**config.mk**
```make
export PLATFORM = sky130hd
export DESIGN_NAME = rpnh_div
export DESIGN_NICKNAME = d
export VERILOG_FILES = /design/src/rtl/rpnh_pkg.sv /design/src/rtl/rpnh_div.sv
export SDC_FILE = /design/constraint.sdc
export NUM_CORES = 1
export LEC_CHECK = 0
export BUFFER_PORTS_ARGS = -buffer_cell sky130_fd_sc_hd__buf_2
export CORE_MARGIN = 4
export CORE_UTILIZATION = 56
export DETAILED_ROUTE_END_ITERATION = 8
export GPL_ROUTABILITY_DRIVEN = 0
export PLACE_DENSITY = 0.89
export RECOVER_POWER = 100
export SLEW_MARGIN = 20
export SYNTH_ARGS = -nofsm -noshare
export SYNTH_HDL_FRONTEND = slang
export SYNTH_SLANG_ARGS = --single-unit
```
**constraint.sdc**
```tcl
create_clock -name clk_i -period 3.9 [get_ports clk_i]
set_clock_uncertainty 0.2 [all_clocks]
set_input_delay 0.585 -clock clk_i [delete_from_list [all_inputs] [get_ports clk_i]]
set_output_delay 0.585 -clock clk_i [all_outputs]
set_load 0.1 [all_outputs]
```
**src/rtl/rpnh_pkg.sv**
```systemverilog
// ----------------------------------------------------------------------------
// rpnh_pkg: shared types and constants for the ray/polyline nearest-hit core
// Request and result structs, sequencer states, register indexes and the
// quarter-turn sine/cosine table.
// ----------------------------------------------------------------------------
`timescale 1ns / 1ps
`default_nettype none

package rpnh_pkg;

  localparam int COORD_W        = 32;
  localparam int COORD_FRAC_BITS = 16;
  localparam int TRIG_FRAC_BITS = 15;
  localparam int DIR_W          = TRIG_FRAC_BITS + 2;
  localparam int ANGLE_W        = 9;
  localparam int CFG_IDX_W      = 2;
  localparam int QUAD_STEPS     = 90;
  localparam int QUAD_IDX_W     = 7;
  localparam int DIFF_W         = COORD_W + 1;
  localparam int DEN_W          = DIFF_W + DIR_W + 1;
  localparam int QUO_W          = DIFF_W;
  localparam int CNT_W          = 6;
  localparam int MUL_W          = 34;
  localparam int PROD_W         = 2 * MUL_W;
  localparam int TN_W           = 2 * DIFF_W + 1;
  localparam int ACC_W          = DEN_W + QUO_W;
  localparam int DIST_W         = 64;

  typedef struct packed {
    logic signed [COORD_W-1:0] vertex_x;
    logic signed [COORD_W-1:0] vertex_y;
    logic                      last_vertex;
  } vertex_req_t;

  typedef struct packed {
    logic                      hit_found;
    logic signed [COORD_W-1:0] hit_x;
    logic signed [COORD_W-1:0] hit_y;
  } hit_rsp_t;

  typedef enum logic [CFG_IDX_W-1:0] {
    CFG_ORIGIN_X  = 2'd0,
    CFG_ORIGIN_Y  = 2'd1,
    CFG_RAY_ANGLE = 2'd2
  } cfg_idx_e;

  typedef enum logic [4:0] {
    S_IDLE,
    S_DEN0,
    S_DEN1,
    S_SN0,
    S_SN1,
    S_TN0,
    S_TN1,
    S_TN2,
    S_CHK,
    S_MX0,
    S_MX1,
    S_MX2,
    S_DIV,
    S_SQ0,
    S_SQ1,
    S_SQ2,
    S_FIN
  } seq_state_e;

  typedef logic [31:0] trig_tbl_t [QUAD_STEPS];

  // One table entry: {cos, sin} in Q1.15 for a phase of j degrees into a quadrant
  function automatic logic [31:0] trig_entry(int unsigned j);
    longint unsigned one;
    longint unsigned r;
    longint unsigned x;
    longint unsigned x2;
    longint unsigned ts;
    longint unsigned tc;
    longint unsigned v;
    longint unsigned sv;
    longint unsigned cv;
    longint unsigned s;
    longint unsigned c;
    one = 64'd1 << 30;
    r   = 64'(4 * j);
    x   = (64'd1686629713 * r) / 360;
    x2  = (x * x) >> 30;
    ts  = one;
    ts  = one - ((x2 * ts) >> 30) / 210;
    ts  = one - ((x2 * ts) >> 30) / 156;
    ts  = one - ((x2 * ts) >> 30) / 110;
    ts  = one - ((x2 * ts) >> 30) / 72;
    ts  = one - ((x2 * ts) >> 30) / 42;
    ts  = one - ((x2 * ts) >> 30) / 20;
    ts  = one - ((x2 * ts) >> 30) / 6;
    tc  = one;
    tc  = one - ((x2 * tc) >> 30) / 182;
    tc  = one - ((x2 * tc) >> 30) / 132;
    tc  = one - ((x2 * tc) >> 30) / 90;
    tc  = one - ((x2 * tc) >> 30) / 56;
    tc  = one - ((x2 * tc) >> 30) / 30;
    tc  = one - ((x2 * tc) >> 30) / 12;
    v   = ((x2 * tc) >> 30) / 2;
    cv  = (v >= one) ? 64'd0 : one - v;
    sv  = (x * ts) >> 30;
    if (sv > one) begin
      sv = one;
    end
    s = (sv + (64'd1 << (30 - TRIG_FRAC_BITS - 1))) >> (30 - TRIG_FRAC_BITS);
    c = (cv + (64'd1 << (30 - TRIG_FRAC_BITS - 1))) >> (30 - TRIG_FRAC_BITS);
    return {c[15:0], s[15:0]};
  endfunction

  function automatic trig_tbl_t build_trig_tbl();
    trig_tbl_t t;
    for (int j = 0; j < QUAD_STEPS; j++) begin
      t[j] = trig_entry(j);
    end
    return t;
  endfunction

  localparam trig_tbl_t TRIG_TBL = build_trig_tbl();

endpackage

`default_nettype wire

```
**src/rtl/rpnh_div.sv**
```systemverilog
// ----------------------------------------------------------------------------
// rpnh_div: restoring divider, one quotient bit per cycle
// Starts with a partial remainder already below the divisor and shifts in the
// remaining numerator bits; the quotient is valid in the cycle done_o is high.
// ----------------------------------------------------------------------------
`timescale 1ns / 1ps
`default_nettype none

module rpnh_div
  import rpnh_pkg::*;
(
  input  wire logic             clk_i,
  input  wire logic             rst_ni,
  input  wire logic             start_i,
  input  wire logic [DEN_W-1:0] rem_init_i,
  input  wire logic [QUO_W-1:0] num_i,
  input  wire logic [DEN_W-1:0] den_i,
  output logic                  done_o,
  output logic [QUO_W-1:0]      quo_o
);

  logic             busy_q;
  logic             done_q;
  logic [CNT_W-1:0] cnt_q;
  logic [DEN_W-1:0] rem_q;
  logic [QUO_W-1:0] nq_q;
  logic [DEN_W:0]   trial;
  logic [DEN_W:0]   diff;
  logic             ge;

  assign trial = {rem_q, nq_q[QUO_W-1]};
  assign ge    = trial >= {1'b0, den_i};
  assign diff  = trial - {1'b0, den_i};

  always_ff @(posedge clk_i or negedge rst_ni) begin
    if (!rst_ni) begin
      busy_q <= 1'b0;
      done_q <= 1'b0;
      cnt_q  <= '0;
    end else begin
      done_q <= 1'b0;
      if (start_i) begin
        busy_q <= 1'b1;
        cnt_q  <= '0;
      end else if (busy_q) begin
        if (cnt_q == CNT_W'(QUO_W - 1)) begin
          busy_q <= 1'b0;
          done_q <= 1'b1;
        end
        cnt_q <= cnt_q + 1'b1;
      end
    end
  end

  always_ff @(posedge clk_i) begin
    if (start_i) begin
      rem_q <= rem_init_i;
      nq_q  <= num_i;
    end else if (busy_q) begin
      rem_q <= ge ? diff[DEN_W-1:0] : trial[DEN_W-1:0];
      nq_q  <= {nq_q[QUO_W-2:0], ge};
    end
  end

  assign done_o = done_q;
  assign quo_o  = nq_q;

endmodule

`default_nettype wire

```
==> results of run 1 <==
==> power by group through the flow <==
stage          registers, µW  clock network, µW  logic, µW
2_1_floorplan           1960                  0       3310
3_3_place_gp            1710                  0       4450
3_5_place_dp            1720                  0       4570
4_1_cts                 1710                902       4600
5_1_grt                 1750                942       5060
6_report                1710                892       4620
==> through the flow <==
| step | worst slack [ps] | power (µW) | utilization [%] | setup TNS (ps) |
|---|---|---|---|---|
| 2_1_floorplan | -84.5 | 5270 | - | -169 |
| 4_1_cts | 313 | 7210 | 68.7 | 0 |
| 3_5_place_dp | 17.7 | 6290 | 66.4 | 0 |
| 3_3_place_gp | 110 | 6150 | 66.4 | 0 |
| 5_1_grt | 48.0 | 7760 | 68.0 | 0 |
| 6_report | 202 | 7230 | 68.0 | 0 |
==> sequential cells by signal (all words and copies together), names as in the netlist <==
signal and flops:
cnt_q 6, done_o 1, quo_o 33, rem_q 51, busy_q 1
==> synth_stat cells (6+ instances only) <==
master | number | area [µm²]
a21oi_1 | 97 | 485
edfxtp_1 | 84 | 2520
nor2_1 | 75 | 282
mux2_2 | 70 | 788
inv_1 | 69 | 259
ha_1 | 53 | 663
nand2_1 | 48 | 180
a21o_1 | 30 | 225
xnor2_1 | 25 | 219
o21ai_0 | 22 | 110
xor2_1 | 21 | 184
nand4_1 | 20 | 125
clkbuf_1 | 19 | 71.3
o21bai_1 | 17 | 128
nand3_1 | 16 | 80.1
nor3_1 | 13 | 65.1
buf_2 | 11 | 55.1
buf_6 | 8 | 90.1
dfrtp_1 | 8 | 200
nor3b_1 | 8 | 60.1
a31oi_1 | 7 | 43.8
nor2b_1 | 7 | 43.8
a221o_1 | 6 | 60.1
nor4_1 | 6 | 37.5
o21a_1 | 6 | 45.0
==> layer usage <==
layer  GRT usage [%]  wire, µm  vias up
met2            41.1      9580      346
met4            8.71       586        0
met1            32.9      8410     3281
li1                -         -     3402
met3            5.93      1780       67
met5               0         0        -
==> cell families (layout without fill, tap and decap cells) <==
logic type / after synthesis / in the layout
simple gates: 223 / 223
compound gates: 229 / 229
xor+xnor: 46 / 46
buf+inv: 112 / 292
fa+ha+maj: 54 / 54
flops: 92 / 92
mux: 76 / 76
==> layout make-up <==
class                   instances  share of cell area (%)
multi-input cells             628                    49.9
flip-flops and latches         92                    29.8
repair buffers                206                    11.8
inverters                      70                    2.89
clock buffers                   9                    2.46
well taps                     176                    2.41
clock inverters                 7                   0.712
==> path summary, 6_finish.rpt <==
check / start / to / depth (start not counted)
min: rem_init_i[17] / rem_q[17]$_DFFE_PP_ / 2
min reg2reg: cnt_q[5]$_DFFE_PN0P_ / cnt_q[5]$_DFFE_PN0P_ / 2
max: rem_q[18]$_DFFE_PP_ / rem_q[45]$_DFFE_PP_ / 11
min in group asynchronous: rst_ni / busy_q$_DFF_PN0_ / 2
max in group asynchronous: rst_ni / cnt_q[4]$_DFFE_PN0P_ / 2
max reg2reg: rem_q[18]$_DFFE_PP_ / rem_q[45]$_DFFE_PP_ / 11
==> worst max-delay path, stage by stage (launching register included) <==
cell	delay, ps
edfxtp_1	420
ha_1	440
nand4_1	250
nor4_1	460
nand2b_1	120
a2111oi_0	380
buf_4	200
nand4bb_1	170
a31o_2	230
a31oi_1	110
xnor2_1	140
a221o_1	320
==> impl_metrics.json, run 1 <==
{
  "status": "finished, violations left",
  "violations": "max-capacitance violations, max-slew violations",
  "cts_hold_buf": 1,
  "drive_above_1_share_pct": 27.1,
  "rsz0062_at_grt": "no",
  "clock_latency_ps": 360,
  "root_buffer": "clkbuf_16",
  "grt_pass1_vias": 6960,
  "maxSlewHeadroom_pct": -83.7,
  "rows": 42,
  "cts_buffers": 9,
  "async_flop_share_pct": 8.70,
  "drc": 0,
  "ys_warn_count": 0,
  "viasPerCell": 5.97,
  "leakage_uw": 0.00406,
  "placement.io_buffers": 171,
  "cts_tree": "built",
  "p_clk_share_pct": 12.3,
  "synth_compound_area_share_pct": 19.4,
  "nFillCells": 1104,
  "start_kind": "flop",
  "post-route-period-util_pct": 94.8,
  "worstMarginPinSlew_ps": 2760,
  "finalCriticalPeriod_ps": 3700,
  "start_util_pct": 57.9,
  "max-clock-path-buffers": 2,
  "dp.cells": 1171,
  "ant_nets": 0,
  "synth_nets": 1024,
  "mostFrequentLayoutCell": "buf_2",
  "grt_max_degree": 54,
  "die_y_um": 126,
  "hold_viol_final": 0,
  "ir_drop_mv": 0.407,
  "h-tree-depth": 3,
  "clk_pin_slew_ps": 80,
  "maxSlewViolCount": 98,
  "final_area_um2": 9140,
  "routedWlPerCell_um": 17.1,
  "synth_ff_type": "edfxtp_1",
  "cap_violations": 2,
  "firstDrtPassIters": 6,
  "r2r_slack_ps": 200,
  "power.density_nw_per_um2": 791,
  "endpoint_kind": "flop",
  "syn_inst": 832,
  "hpwl_mm": 16.0,
  "placed_cell_area_um2": 8940,
  "synth_top_family_by_area": "compound AO/OA/AOI/OAI gates",
  "n_antenna_cell": 0,
  "yosysSeqAreaShare_pct": 35.0,
  "instances_no_fill": 1188,
  "swShare_pct": 46.1,
  "synth_cell_types": 69,
  "synth_xor_area_share_pct": 5.17,
  "internal_power_uw": 3900,
  "grt-ovfl-total": 0,
  "ctsResizeCount": 0,
  "clock_sinks": 92,
  "mostFrequentLayoutCells": "buf_2 (135), a21oi_1 (97), edfxtp_1 (84)",
  "multi_input_area_um2": 4570,
  "die_w_um": 126,
  "synthAdderAreaFrac_pct": 8.77,
  "antenna_found_initial": 0,
  "grtUsageTotal_pct": 25.2,
  "fmax_mhz": 270,
  "synth_enable_flop_cells": 84,
  "hold_path_class": "in -> reg",
  "crit_required_ps": 3800,
  "ios": 172,
  "yosys.area_share.simple_pct": 14.2,
  "routed_wl_mm": 20.4,
  "area_growth_syn_to_layout_pct": 17.4,
  "synth.ff_latch_count": 92,
  "setup_viol": 0,
  "crit_path_max_fanout": 7,
  "power_frac_seq_pct": 23.7,
  "switchingPower_uw": 3330,
  "pwr-share-comb_pct": 64.0,
  "core_area_um2": 13500,
  "worst_hold_slack_ps": 322,
  "path_class": "reg -> reg",
  "drt-initial-drc-count": 671,
  "synthesis.area_um2": 7790,
  "vias": 7096,
  "synthMuxAreaShare_pct": 10.9,
  "nets": 1199,
  "grt_pass1_wl_mm": 32.9,
  "syn_area_per_cell_um2": 9.36,
  "cts_setup_buffers": 0,
  "seq_area_um2": 2720,
  "critPathArrivalTime_ps": 3600,
  "die_area_um2": 15900
}
Note: power is estimated with default switching activity, not from simulation.
==> inputs of run 2 (changes only) <==
CORE_ASPECT_RATIO = 0.5   (was default)
==> run 2 against run 1 <==
Against the previous run:
- the run still ends with max-capacitance violations, max-slew violations left
- clock-buffer cell count did not move
- power up 0.61%
- first-iteration DRC count fell by 8.2%
- largest cell class unchanged
- largest power group unchanged
==> impl_metrics.json, run 2 (synthesis results as in run 1) <==
{
  "mostFrequentLayoutCells": "buf_2 (135), a21oi_1 (97), edfxtp_1 (84)",
  "die_w_um": 175,
  "die_area_um2": 16000,
  "routed_wl_mm": 20.7,
  "placed_cell_area_um2": 8910,
  "max-clock-path-buffers": 2,
  "mostFrequentLayoutCell": "buf_2",
  "wl_met3_mm": 2.03,
  "ctsResizeCount": 0,
  "firstDrtPassIters": 6,
  "grt_pass1_wl_mm": 34.2,
  "grt_pass1_vias": 7183,
  "viasPerCell": 6.03,
  "clock_sinks": 92,
  "h-tree-depth": 3,
  "core_area_um2": 13600,
  "cts_tree": "built",
  "maxSlewViolCount": 28,
  "setup_viol": 0,
  "area_growth_syn_to_layout_pct": 17.3,
  "cts_buffers": 9,
  "start_util_pct": 57.3,
  "instances_no_fill": 1201,
  "rsz0062_at_grt": "no",
  "crit_path_max_fanout": 5,
  "die_y_um": 91.4,
  "maxSlewHeadroom_pct": -3.99,
  "power.density_nw_per_um2": 796,
  "start_kind": "flop",
  "clock_latency_ps": 360,
  "drive_above_1_share_pct": 26.9,
  "status": "finished, violations left",
  "dp.cells": 1184,
  "cts_setup_buffers": 0,
  "cap_violations": 1,
  "p_total_uw": 7270,
  "nets": 1196,
  "vias": 7237,
  "routedWlPerCell_um": 17.3,
  "drt-initial-drc-count": 616,
  "wl_met1_mm": 8.46,
  "rows": 30,
  "finalCriticalPeriod_ps": 3700,
  "post-route-period-util_pct": 94.9,
  "final_area_um2": 9140,
  "clk_pin_slew_ps": 80,
  "ant_nets": 0,
  "wl_met2_mm": 9.68,
  "fmax_mhz": 270,
  "ir_drop_mv": 0.307,
  "worstMarginPinSlew_ps": 1560,
  "hold_viol_final": 0,
  "largest_reg_flops": 51,
  "grtUsageTotal_pct": 25.9,
  "hpwl_mm": 16.0,
  "crit_required_ps": 3820,
  "grt_max_degree": 42,
  "nFillCells": 1106,
  "drc": 0,
  "n_antenna_cell": 0,
  "path_class": "reg -> reg",
  "ios": 172,
  "cts_hold_buf": 1,
  "antenna_found_initial": 4,
  "violations": "max-capacitance violations, max-slew violations",
  "leakage_uw": 0.00404,
  "highest_layer": "met5",
  "placement.io_buffers": 171,
  "grt-ovfl-total": 0,
  "critPathArrivalTime_ps": 3620,
  "root_buffer": "clkbuf_16",
  "regMostFlops": "rem_q",
  "hold_path_class": "in -> reg",
  "endpoint_kind": "flop"
}
==> run 2: cell types whose count changed in the layout (fill, tap and decap cells not counted), moves of 2 or more <==
cell	previous run	this run
buf_4	28	26
clkbuf_2	2	4
clkbuf_4	2	0
inv_6	3	0
==> run 2: cell type report <==
| class | instances | area (µm²) | area share (%) |
|---|---|---|---|
| Clock buffer | 9 | 225 | 2.46 |
| Clock inverter | 7 | 77.6 | 0.849 |
| Inverter | 70 | 264 | 2.89 |
| Multi-Input combinational cell | 628 | 4550 | 49.8 |
| Sequential cell | 92 | 2720 | 29.8 |
| Tap cell | 192 | 240 | 2.63 |
| Timing Repair Buffer | 203 | 1060 | 11.6 |
==> run 2: final timing paths <==
kind	startpoint	endpoint	slack, ps	cells past startpoint
max	rem_q[2]$_DFFE_PP_	rem_q[45]$_DFFE_PP_	200	11
min	rem_init_i[37]	rem_q[37]$_DFFE_PP_	320	3
max reg2reg	rem_q[2]$_DFFE_PP_	rem_q[45]$_DFFE_PP_	200	11
min reg2reg	cnt_q[5]$_DFFE_PN0P_	cnt_q[5]$_DFFE_PN0P_	370	2
max in group asynchronous	rst_ni	cnt_q[5]$_DFFE_PN0P_	2710	2
min in group asynchronous	rst_ni	cnt_q[2]$_DFFE_PN0P_	490	2
==> run 2: critical path, cell delays in order (launching register included) <==
cell and delay (ps):
edfxtp_1 410, ha_1 400, nand3_1 130, o21bai_1 210
a211o_1 360, a2111oi_0 510, buf_4 200, nand4bb_1 210
a31o_2 240, a31oi_1 120, xnor2_1 160, a221o_1 320
==> run 2: power by group <==
| group | leakage, µW | internal, µW | total [µW] | switching (µW) |
|---|---|---|---|---|
| combinational | 0.00290 | 1910 | 4650 | 2740 |
| sequential | 0.000989 | 1520 | 1710 | 195 |
| clock | 0.000146 | 458 | 913 | 455 |
==> run 2: stage by stage <==
step                      setup TNS, ps  setup slack, ps  hold slack (ps)  util [%]
after floorplan                    -169            -84.5             89.4         -
after CTS                             0              353              314      67.9
after global placement                0              181              231      65.6
final                                 0              198              319      67.3
after detailed placement              0             93.0              235      65.6
after global routing                  0              105              306      67.3
==> run 2: layer usage <==
layer  global-route usage, %  up-vias
li1                        -     3388
met1                    32.1     3403
met2                    44.3      369
met3                    7.99       69
met4                    6.92        8
met5                       0        -
==> inputs of run 3 (changes only) <==
CELL_PAD_IN_SITES_DETAIL_PLACEMENT = 2   (was default)
CELL_PAD_IN_SITES_GLOBAL_PLACEMENT = 2   (was default)
CORE_UTILIZATION = 35   (was 56)
CTS_BUF_LIST = sky130_fd_sc_hd__clkbuf_4   (was default)
PLACE_DENSITY = 0.91   (was 0.89)
SETUP_SLACK_MARGIN = 0.1   (was default)
==> run 3 against run 2 <==
Against the previous run:
- the run now ends clean
- design area grew 1.9%
- non-clock buffer count grew 12
- setup slack got worse by 63 ps
- wire length grew 58%
- combinational power up 18%
- clock-buffer cell count rose by 1
- critical path depth increased by 1
- first-iteration DRC count shrank 25%
- flip-flop and latch count stayed put
- clock power fell by 41%
- die area up 56%
- critical path type unchanged
- largest power group unchanged
==> impl_metrics.json, run 3 (synthesis results as in run 1) <==
{
  "status": "completed",
  "max-clock-path-buffers": 2,
  "path_class": "reg -> reg",
  "multi_input_area_um2": 4660,
  "pwr-share-comb_pct": 70.4,
  "post-route-period-util_pct": 96.6,
  "switchingPower_uw": 4060,
  "rr_worst_depth": 12,
  "rsz0062_at_grt": "yes",
  "clock_sinks": 92,
  "hpwl_mm": 25.0,
  "area_growth_syn_to_layout_pct": 19.6,
  "die_area_um2": 24800,
  "grt_pass1_wl_mm": 50.1,
  "power_frac_seq_pct": 22.6,
  "crit_required_ps": 4030,
  "start_kind": "flop",
  "clock_latency_ps": 530,
  "hold_path_class": "in -> reg",
  "nets": 1208,
  "worstMarginPinSlew_ps": 1390,
  "largest_reg_flops": 51,
  "finalCriticalPeriod_ps": 3770,
  "worst_hold_slack_ps": 150,
  "swShare_pct": 52.2,
  "hold-path-cell-count": 2,
  "ant_nets": 0,
  "core_area_um2": 21800,
  "grt_pass1_vias": 8682,
  "cts_tree": "built",
  "root_buffer": "clkbuf_4",
  "die_w_um": 219,
  "setup_viol": 0,
  "die_y_um": 113,
  "vias": 7688,
  "fmax_mhz": 266,
  "maxSlewHeadroom_pct": 7.43,
  "crit_path_max_fanout": 4,
  "grt-ovfl-total": 0,
  "hold_viol_final": 0,
  "cts_setup_buffers": 0,
  "rows": 38,
  "clk_pin_slew_ps": 170,
  "routed_wl_mm": 32.8,
  "grt_max_degree": 58,
  "ir_drop_mv": 0.316,
  "nFillCells": 2452,
  "drc": 0,
  "drive_above_1_share_pct": 29.6,
  "ios": 172,
  "drt-initial-drc-count": 465,
  "antenna_found_initial": 9,
  "internal_power_uw": 3720,
  "placement.io_buffers": 171,
  "power.density_nw_per_um2": 836,
  "p_total_uw": 7790,
  "mostFrequentLayoutCells": "buf_2 (135), a21oi_1 (86), edfxtp_1 (84)",
  "leakage_uw": 0.00405,
  "start_util_pct": 35.8,
  "cap_violations": 0,
  "firstDrtPassIters": 4,
  "cts_buffers": 9,
  "maxSlewViolCount": 0,
  "routedWlPerCell_um": 24.8,
  "h-tree-depth": 3,
  "regMostFlops": "rem_q",
  "grtUsageTotal_pct": 26.0,
  "critPathArrivalTime_ps": 3890,
  "mostFrequentLayoutCell": "buf_2",
  "p_clk_share_pct": 7.0,
  "endpoint_kind": "flop",
  "seq_area_um2": 2720,
  "viasPerCell": 5.81
}
[run 3: cell types whose count changed in the layout (fill, tap and decap cells not counted), moves of 2 or more]
cell	before	now
a21oi_2	1	12
nor3b_1	8	6
nor3b_2	0	2
clkbuf_2	4	2
inv_8	4	0
clkbuf_4	0	10
diode_2	0	2
buf_4	26	37
inv_6	0	2
clkbuf_16	9	0
a21oi_1	97	86
[run 3: per-layer routing]
metal  up-vias  GRT usage [%]  wire, µm
li1       3407              -         -
met1      3841           30.3     13000
met2       328           45.3     16100
met3        98           7.43      2350
met4        14           10.5      1190
met5         -          0.392        82
[run 3: cell type report]
class	instances	share of cell area, %
well taps	300	4.03
flip-flops and latches	92	29.2
inverters	70	2.83
multi-input cells	628	50.1
clock buffers	10	0.806
repair buffers	215	12.5
diodes	2	0.0537
clock inverters	6	0.510
[run 3: worst max-delay path: stages, from the launching register on]
cell       delay, ps
edfxtp_1         420
inv_1             70
ha_2             210
fa_2             370
nand2b_4         170
a211oi_2         320
o2111ai_1        250
nand2_2          230
a21oi_4          100
o311ai_2         440
nand4b_1         230
and4_1           240
nor4_1           320
[run 3: path summary, 6_finish.rpt]
| path | start | endpoint | slack [ps] |
|---|---|---|---|
| max | quo_o[32]$_DFFE_PP_ | rem_q[50]$_DFFE_PP_ | 130 |
| max in group asynchronous | rst_ni | cnt_q[3]$_DFFE_PN0P_ | 2860 |
| min in group asynchronous | rst_ni | busy_q$_DFF_PN0_ | 330 |
| max reg2reg | quo_o[32]$_DFFE_PP_ | rem_q[50]$_DFFE_PP_ | 130 |
| min reg2reg | cnt_q[5]$_DFFE_PN0P_ | cnt_q[5]$_DFFE_PN0P_ | 400 |
| min | rem_init_i[21] | rem_q[21]$_DFFE_PP_ | 150 |
[run 3: what timing repair did]
action | CTS | global route
endpoints found under the setup margin | 0 | 23
hold buffers | 1 | 0
gates resized for setup | 0 | 8
endpoints found under the hold margin | 8 | 0
[run 3: per-stage QoR]
stage	utilization (%)	setup slack [ps]	instance area, µm²	instances	setup TNS, ps
3_3_place_gp	42.6	123	9280	1304	0
3_5_place_dp	42.6	-66.2	9280	1304	-281
2_1_floorplan	-	-84.5	7930	832	-169
6_report	42.8	134	9320	1323	0
4_1_cts	43.2	104	9410	1321	0
5_1_grt	42.8	55.0	9320	1323	0
[run 3: power by group through the flow]
stage / combinational [µW] / sequential (µW) / clock [µW]
detailed placement: 5360 / 1770 / 0
CTS: 5490 / 1750 / 565
floorplan: 3510 / 1960 / 0
global placement: 4930 / 1720 / 0
global route: 5850 / 1790 / 602
finish: 5490 / 1760 / 543
